--- src/design/gnh_pkg.sv ---
// Shared types, codes and constants for the geographic next-hop selector.
// No dependencies; imported by gnh_cordic and the top level.
package gnh_pkg;

   localparam int NEIGHBOR_DEPTH_DEF = 16;
   localparam int FORBID_DEPTH_DEF   = 32;
   localparam int ANGLE_BITS_DEF     = 16;

   localparam logic [15:0] LIFETIME_RESET = 16'd2000;

   localparam int CORDIC_STEPS = 30;
   localparam int CORDIC_WIDTH = 59;
   localparam int VEC_WIDTH    = 25;

   localparam logic [2:0] OP_ADD     = 3'd0;
   localparam logic [2:0] OP_DELETE  = 3'd1;
   localparam logic [2:0] OP_CLEAR   = 3'd2;
   localparam logic [2:0] OP_MARK    = 3'd3;
   localparam logic [2:0] OP_GREEDY  = 3'd4;
   localparam logic [2:0] OP_RECOVER = 3'd5;

   localparam logic [1:0] ST_OK   = 2'd0;
   localparam logic [1:0] ST_NONE = 2'd1;
   localparam logic [1:0] ST_FULL = 2'd2;

   typedef enum logic [4:0] {
      S_IDLE,
      S_ADD_RD, S_ADD_EV, S_ADD_WR,
      S_DEL_RD, S_DEL_EV,
      S_MRK_RD, S_MRK_EV, S_MRK_WR,
      S_PN_RD, S_PN_EV, S_PF_RD, S_PF_EV,
      S_REF_W,
      S_D1, S_D2, S_D3,
      S_M_RD, S_M_EV, S_F_RD, S_F_EV,
      S_ANG_W, S_R_EV, S_G_EV, S_M_NX,
      S_FIN, S_OUT
   } state_type;

   // atan(2^-i) in 2^-32 turn
   function automatic logic [31:0] atan_turn(input logic [4:0] i);
      case (i)
         5'd0:    atan_turn = 32'h20000000;
         5'd1:    atan_turn = 32'h12E4051E;
         5'd2:    atan_turn = 32'h09FB385B;
         5'd3:    atan_turn = 32'h051111D4;
         5'd4:    atan_turn = 32'h028B0D43;
         5'd5:    atan_turn = 32'h0145D7E1;
         5'd6:    atan_turn = 32'h00A2F61E;
         5'd7:    atan_turn = 32'h00517C55;
         5'd8:    atan_turn = 32'h0028BE53;
         5'd9:    atan_turn = 32'h00145F2F;
         5'd10:   atan_turn = 32'h000A2F98;
         5'd11:   atan_turn = 32'h000517CC;
         5'd12:   atan_turn = 32'h00028BE6;
         5'd13:   atan_turn = 32'h000145F3;
         5'd14:   atan_turn = 32'h0000A2F9;
         5'd15:   atan_turn = 32'h0000517C;
         5'd16:   atan_turn = 32'h000028BE;
         5'd17:   atan_turn = 32'h0000145F;
         5'd18:   atan_turn = 32'h00000A2F;
         5'd19:   atan_turn = 32'h00000517;
         5'd20:   atan_turn = 32'h0000028B;
         5'd21:   atan_turn = 32'h00000145;
         5'd22:   atan_turn = 32'h000000A2;
         5'd23:   atan_turn = 32'h00000051;
         5'd24:   atan_turn = 32'h00000028;
         5'd25:   atan_turn = 32'h00000014;
         5'd26:   atan_turn = 32'h0000000A;
         5'd27:   atan_turn = 32'h00000005;
         5'd28:   atan_turn = 32'h00000002;
         5'd29:   atan_turn = 32'h00000001;
         default: atan_turn = 32'h00000000;
      endcase
   endfunction

endpackage

--- src/design/gnh_cordic.sv ---
// Iterative vectoring CORDIC: vector angle in 2^-32 turn, one step a cycle.
// Depends on gnh_pkg (step count, widths, arctangent table).
module gnh_cordic import gnh_pkg::*; (
   input  logic                        clock,
   input  logic                        reset,
   input  logic                        start,
   input  logic signed [VEC_WIDTH-1:0] vec_x,
   input  logic signed [VEC_WIDTH-1:0] vec_y,
   output logic                        busy,
   output logic                        done,
   output logic [31:0]                 angle
);

   logic signed [CORDIC_WIDTH-1:0] x_ff, x_in, y_ff, y_in, xs, ys, xi, yi;
   logic [31:0] z_ff, z_in;
   logic [4:0]  step_ff, step_in;
   logic        busy_ff, busy_in, done_ff, done_in;

   assign xi = $signed({{(CORDIC_WIDTH-VEC_WIDTH-30){vec_x[VEC_WIDTH-1]}}, vec_x, 30'b0});
   assign yi = $signed({{(CORDIC_WIDTH-VEC_WIDTH-30){vec_y[VEC_WIDTH-1]}}, vec_y, 30'b0});
   assign xs = x_ff >>> step_ff;
   assign ys = y_ff >>> step_ff;

   always_comb begin
      x_in    = x_ff;
      y_in    = y_ff;
      z_in    = z_ff;
      step_in = step_ff;
      busy_in = busy_ff;
      done_in = 1'b0;
      if (start) begin
         step_in = '0;
         busy_in = 1'b1;
         if (vec_x[VEC_WIDTH-1]) begin
            x_in = -xi;
            y_in = -yi;
            z_in = 32'h80000000;
         end else begin
            x_in = xi;
            y_in = yi;
            z_in = '0;
         end
      end else if (busy_ff) begin
         if (y_ff > 0) begin
            x_in = x_ff + ys;
            y_in = y_ff - xs;
            z_in = z_ff + atan_turn(step_ff);
         end else begin
            x_in = x_ff - ys;
            y_in = y_ff + xs;
            z_in = z_ff - atan_turn(step_ff);
         end
         step_in = step_ff + 5'd1;
         if (step_ff == 5'(CORDIC_STEPS - 1)) begin
            busy_in = 1'b0;
            done_in = 1'b1;
         end
      end
   end

   always_ff @(posedge clock) begin
      x_ff    <= x_in;
      y_ff    <= y_in;
      z_ff    <= z_in;
      step_ff <= step_in;
      if (reset) begin
         busy_ff <= 1'b0;
         done_ff <= 1'b0;
      end else begin
         busy_ff <= busy_in;
         done_ff <= done_in;
      end
   end

   assign busy  = busy_ff;
   assign done  = done_ff;
   assign angle = z_ff;

endmodule

--- config.mk ---
export PLATFORM = sky130hd
export DESIGN_NAME = gnh_cordic
export DESIGN_NICKNAME = d
export VERILOG_FILES = /design/src/design/gnh_pkg.sv /design/src/design/gnh_cordic.sv
export SDC_FILE = /design/constraint.sdc
export NUM_CORES = 1
export LEC_CHECK = 0
export ABC_CLOCK_PERIOD_IN_PS = 8029
export BUFFER_PORTS_ARGS = -buffer_cell sky130_fd_sc_hd__buf_2
export CAP_MARGIN = 25
export CORE_UTILIZATION = 45
export CTS_CLUSTER_SIZE = 8
export DETAILED_ROUTE_END_ITERATION = 16
export PLACE_DENSITY_LB_ADDON = 0.05
export SYNTH_ARGS = -nofsm -noshare
export SYNTH_HDL_FRONTEND = slang
export SYNTH_SLANG_ARGS = --single-unit
--- constraint.sdc ---
create_clock -name clock -period 8.03 [get_ports clock]
set_input_delay 1.606 -clock clock [delete_from_list [all_inputs] [get_ports clock]]
set_output_delay 1.606 -clock clock [all_outputs]
set_load 0.03 [all_outputs]
==> flow_metrics.py, run 1 <==
metrics = {
    "route": {
        "drc_errors": 0,
        "wl_per_cell_um": 28.1,
        "num_vias": 29721,
        "wl_met3_um": 10400,
        "antenna_left": 0,
        "wl_met2_um": 53500,
        "drtIter0Drc": 3611,
        "top_layer": "met4",
        "drt-total-wl_um": 123000,
        "viasPerCell": 6.82,
        "first_pass_iters": 8,
        "wl_met1_um": 52700,
    },
    "worst_setup_path": {
        "cpMaxStageDelayCell": "or4_1",
        "startpoint_type": "register",
        "endpoint_kind": "register",
        "cpPeakStageDelay_ns": 0.58,
        "worstPathMaxFanout": 65,
        "cp.arrival_ns": 7.94,
        "path_buf_inv": 1,
        "crit_required_ns": 8.30,
        "path_cells": "buf_12, mux2_2, mux4_2, mux2i_1, nor2_1, a211oi_1, nor4b_2, and4_2, nand3b_1, or2_2, nand2_1, xnor2_1, ha_1, nand4_1, or4_1, nor3_1, nor3_1, a21boi_0, a41oi_1, o21ai_0, a31oi_1, o21a_1, o31a_1",
        "cp_top_family": "simple AND/OR/NAND/NOR gates",
        "critPathKind": "reg2reg",
        "critPathMostFrequentCell": "nor3_1",
    },
    "timing": {
        "rsz0062_at_grt": "no",
        "fin_setup_tns_ns": 0,
        "fin_worst_skew_ns": 0.0368,
        "min_period_over_period_pct": 95.6,
        "maxSlewHeadroom_pct": 21.0,
        "tightest_slew_ns": 1.17,
        "fin_crit_ns": 7.67,
        "max_clock_freq_mhz": 130,
        "hold_viol": 0,
        "maxSlewViolCount": 0,
        "finalSetupViolCount": 0,
    },
    "logic_synthesis": {
        "synth_edf_count": 150,
        "synthTopCellsByArea": "edfxtp_1, mux4_2, ha_1",
        "ys_async_sr_fraction_pct": 0,
        "syn-cell-area_um2": 29600,
        "synth_area_leader_cell": "edfxtp_1",
        "synth_cells": 3467,
        "syn-num-nets": 3689,
        "synth.avg_cell_area_um2": 8.55,
        "ys_seq_area_share_pct": 17.7,
        "synth_seq_cells": 187,
        "synthFlopType": "edfxtp_1",
        "synth_top_area_share_pct": 15.2,
        "yosysWarnings": 0,
        "synth_cell_types": 112,
    },
    "finish": {
        "multi_input_area_um2": 22900,
        "fin_area_um2": 31900,
        "utilization_pct": 49.2,
        "seq_area_um2": 5260,
        "area_growth_pct": 7.66,
        "fin_nets": 3711,
        "final_cell_mix": "nor2_1, nand2_1, a21oi_1",
        "final_common_cell": "nor2_1",
        "n_fill_cell": 6161,
        "layout-drive-gt1-share_pct": 16.4,
    },
    "grt": {
        "grt_pass1_wl_um": 182000,
        "antenna_found_initial": 1,
        "grt_pass1_vias": 27703,
        "track_usage_pct": 35.9,
        "grt_max_degree": 72,
        "grt-ovfl-total": 0,
    },
    "die": {
        "rows": 93,
        "start_util_pct": 45.7,
        "die_area_um2": 66900,
        "core_um2": 64800,
        "ios": 87,
        "dieWidth_um": 259,
        "die_h_um": 259,
    },
    "cts": {
        "cts_tree": "yes",
        "ctsHoldBuffers": 0,
        "cts.htree.levels": 4,
        "clock_sinks": 187,
        "root_buffer": "clkbuf_16",
        "clk_pin_slew_worst_paths_ns": 0.09,
        "clock_latency_ns": 0.53,
        "numCtsBuffers": 17,
        "clk_path_buf_depth": 2,
    },
    "place": {
        "io_buffers": 86,
        "gp_congestion": 1.04,
        "place_area_um2": 31200,
        "hpwlAfterDp_um": 95000,
    },
    "min_path": {
        "hold_path_class": "reg2reg",
    },
    "flow_run": {
        "drv_cap": 0,
    },
    "run_status": {
        "outcome": "finished clean",
    },
}
## Yosys cell counts (34+ instances only)
| library cell | instances |
|---|---|
| nand2_1 | 288 |
| nand3_1 | 51 |
| a21o_1 | 73 |
| edfxtp_1 | 150 |
| nand4_1 | 40 |
| clkbuf_1 | 125 |
| inv_1 | 70 |
| dfxtp_1 | 37 |
| o31ai_1 | 43 |
| nor2b_1 | 34 |
| xnor2_1 | 153 |
| a31oi_1 | 47 |
| mux4_2 | 135 |
| nor2_1 | 302 |
| mux2_2 | 88 |
| buf_2 | 45 |
| and2_1 | 34 |
| nand2b_1 | 49 |
| a21oi_1 | 254 |
| nor3_1 | 68 |
| o21ai_0 | 250 |
| ha_1 | 166 |
| mux2i_1 | 164 |
| xor2_1 | 140 |
## through the flow
| stage | hold slack [ns] | instances | worst slack [ns] |
|---|---|---|---|
| after detailed placement | 0.687 | 4323 | 0.392 |
| after global routing | 0.730 | 4357 | 0.0339 |
| after CTS | 0.706 | 4355 | 0.362 |
| after floorplan | 0.594 | 3467 | 0.581 |
| final | 0.713 | 4361 | 0.356 |
| after global placement | 0.684 | 4323 | 0.482 |
## layer usage
| layer | vias up | track usage [%] |
|---|---|---|
| li1 | 13334 | - |
| met1 | 14496 | 50.0 |
| met2 | 1639 | 54.9 |
| met3 | 252 | 5.34 |
| met4 | 0 | 16.2 |
| met5 | - | 0 |
## cells by family after synthesis
logic type | share of synthesized area, %
xor+xnor | 8.74
buf+inv | 5.02
fa+ha+maj | 7.21
mux | 20.6
simple gates | 17.1
flops | 17.7
compound gates | 23.7
## repair_timing
| item | in CTS | in global routing |
|---|---|---|
| setup buffers | 0 | 2 |
| setup endpoints to repair | 0 | 6 |
| gates resized for setup | 0 | 1 |
## final cells by class
cell class / instances / share of cell area (%)
multi-input combinational: 2972 / 71.9
sequential: 187 / 16.5
timing repair buffer: 237 / 5.35
tap: 855 / 3.35
clock buffer: 17 / 1.33
inverter: 74 / 0.878
clock inverter: 15 / 0.694
antenna: 4 / 0.0314
## path summary, 6_finish.rpt
path	endpoint	cells past startpoint	startpoint	slack [ns]
min reg2reg	done$_SDFF_PP0_	1	busy$_SDFF_PP0_	0.71
max reg2reg	y_ff[54]$_DFFE_PP_	23	step_ff[3]$_SDFFE_PP0P_	0.36
max	y_ff[54]$_DFFE_PP_	23	step_ff[3]$_SDFFE_PP0P_	0.36
min	done$_SDFF_PP0_	1	busy$_SDFF_PP0_	0.71
Power of run 1 is left out: the tool's default activity adds up to more than one toggle a clock period on the data nets, which glitch-free logic cannot reach.
==> run 2: changes to the inputs <==
--- a/config.mk
+++ b/config.mk
@@ -6,11 +6,11 @@
 export NUM_CORES = 1
 export LEC_CHECK = 0
 export ABC_CLOCK_PERIOD_IN_PS = 8029
-export BUFFER_PORTS_ARGS = -buffer_cell sky130_fd_sc_hd__buf_2
 export CAP_MARGIN = 25
 export CORE_UTILIZATION = 45
 export CTS_CLUSTER_SIZE = 8
 export DETAILED_ROUTE_END_ITERATION = 16
+export DONT_BUFFER_PORTS = 1
 export PLACE_DENSITY_LB_ADDON = 0.05
 export SYNTH_ARGS = -nofsm -noshare
 export SYNTH_HDL_FRONTEND = slang
==> run 2 against run 1 <==
  * Critical path depth down 1
  * Highest routed layer unchanged
  * Sequential share of layout area up 0.27 points
  * Largest cell class unchanged
  * Flip-flop and latch count unchanged
  * Critical endpoint is now x_ff[55]$_DFFE_PP_
  * Die area unchanged
  * Wire length up 1.2%
  * Hold slack better by 0.029 ns
==> flow_metrics.py, run 2 (synthesis results as in run 1) <==
metrics = {
    "place": {
        "hpwlAfterDp_um": 95400,
        "gp_congestion": 1.01,
        "io_buffers": 0,
        "placed_cells": 4233,
    },
    "route": {
        "first_pass_iters": 6,
        "drt-total-wl_um": 124000,
        "num_vias": 29650,
        "wl_per_cell_um": 29.1,
        "drc_errors": 0,
        "antenna_left": 0,
        "viasPerCell": 6.95,
        "drtIter0Drc": 3777,
    },
    "timing": {
        "worst_hold_slack_ns": 0.743,
        "fin_worst_skew_ns": 0.0222,
        "tightest_slew_ns": 1.14,
        "hold_viol": 0,
        "maxSlewViolCount": 0,
        "rsz0062_at_grt": "no",
        "finalSetupViolCount": 0,
        "min_period_over_period_pct": 96.9,
        "fin_setup_tns_ns": 0,
        "maxSlewHeadroom_pct": 23.1,
        "fin_crit_ns": 7.78,
        "max_clock_freq_mhz": 128,
    },
    "finish": {
        "final_cell_mix": "nor2_1, nand2_1, a21oi_1",
        "area_growth_pct": 5.92,
        "final_cells": 4267,
        "n_fill_cell": 6252,
        "layout-drive-gt1-share_pct": 14.1,
        "utilization_pct": 48.4,
        "fin_nets": 3619,
        "final_common_cell": "nor2_1",
    },
    "worst_setup_path": {
        "cp-startpoint": "step_ff[1]$_SDFFE_PP0P_",
        "crit_required_ns": 8.32,
        "path_cells": "buf_4, nor2b_1, buf_4, o21ai_0, a211oi_1, o211ai_1, a211oi_1, nand4b_1, or3_1, o21ai_0, xor2_1, ha_1, a21o_1, a21o_1, a21oi_1, o21ai_0, a21o_1, a21oi_1, o21ai_0, or3_1, o41ai_1, mux2_2",
        "endpoint_kind": "register",
        "cpMaxStageDelayCell": "dfxtp_4",
        "r2r_end": "x_ff[55]$_DFFE_PP_",
        "critPathKind": "reg2reg",
        "cp.arrival_ns": 8.08,
        "reg2reg_depth": 22,
        "path_buf_inv": 2,
        "worstPathMaxFanout": 46,
        "critPathMostFrequentCell": "o21ai_0",
        "r2r_setup_slack_ns": 0.25,
        "startpoint_type": "register",
        "cpPeakStageDelay_ns": 0.84,
        "cp_top_family": "compound AO/OA/AOI/OAI gates",
        "rr_startpoint": "step_ff[1]$_SDFFE_PP0P_",
    },
    "cts": {
        "numCtsBuffers": 17,
        "cts_resized": 0,
        "root_buffer": "clkbuf_16",
        "clock_sinks": 187,
        "clk_pin_slew_worst_paths_ns": 0.11,
        "cts_tree": "yes",
        "cts.htree.levels": 4,
        "clk_path_buf_depth": 2,
        "clock_latency_ns": 0.52,
        "ctsHoldBuffers": 0,
        "cts_setup_buffers": 0,
    },
    "run_status": {
        "outcome": "finished clean",
    },
    "grt": {
        "grt-ovfl-total": 0,
        "grt_max_degree": 214,
        "track_usage_pct": 36.4,
        "antenna_found_initial": 2,
        "grt_pass1_wl_um": 184000,
        "grt_pass1_vias": 27893,
    },
    "flow_run": {
        "drv_cap": 0,
    },
    "min_path": {
        "whs_endpoint": "angle[0]$_SDFFCE_PP0P_",
        "min_path_cells": 2,
        "hold_path_class": "reg2reg",
    },
    "die": {
        "start_util_pct": 45.7,
        "dieWidth_um": 259,
        "rows": 93,
        "die_area_um2": 66900,
        "die_h_um": 259,
        "core_um2": 64800,
        "ios": 87,
    },
}
run 2: changes by cell type in the layout (fill, tap and decap cells not counted), sizes merged:
cell	change
buf	-92
diode	-2
run 2: area by class of cell:
class                           instances  area [um^2]  area share, %
Clock inverter                         15          226          0.722
Sequential cell                       187         5260           16.8
Tap cell                              855         1070           3.41
Inverter                               74          280          0.893
Multi-Input combinational cell       2972        22900           73.0
Clock buffer                           17          425           1.36
Timing Repair Buffer                  145         1190           3.80
Antenna cell                            2         5.00         0.0159
run 2: how the worst max path moves through the flow:
stage                                     to  slack, ns  cells after the start
final                     x_ff[55]$_DFFE_PP_       0.25                     22
after global routing      y_ff[54]$_DFFE_PP_      0.006                     23
after CTS                 y_ff[54]$_DFFE_PP_       0.38                     23
after detailed placement  y_ff[54]$_DFFE_PP_       0.44                     24
after global placement    y_ff[54]$_DFFE_PP_       0.44                     26
after floorplan           y_ff[54]$_DFFE_PP_       0.58                     31
run 2: through the flow:
stage | setup slack, ns | cell area, um^2
after CTS | 0.382 | 31400
after global routing | 0.00576 | 31400
final | 0.246 | 31400
after floorplan | 0.581 | 29600
after global placement | 0.443 | 30700
after detailed placement | 0.438 | 30700
run 2: per-layer routing:
metal | global-route usage [%] | vias to the layer above | part of all wire, %
met5 | 0 | - | 0
met4 | 16.9 | 0 | 4.9
met3 | 6.28 | 272 | 8.7
met2 | 55.2 | 1588 | 44
met1 | 50.2 | 14619 | 43
li1 | - | 13171 | -
run 2: worst min-delay path, cell delays in order (launching register included):
cell,delay (ns)
dfxtp_1,0.41
ha_1,0.14
nor2_1,0.04
Power of run 2 is left out for the same reason.
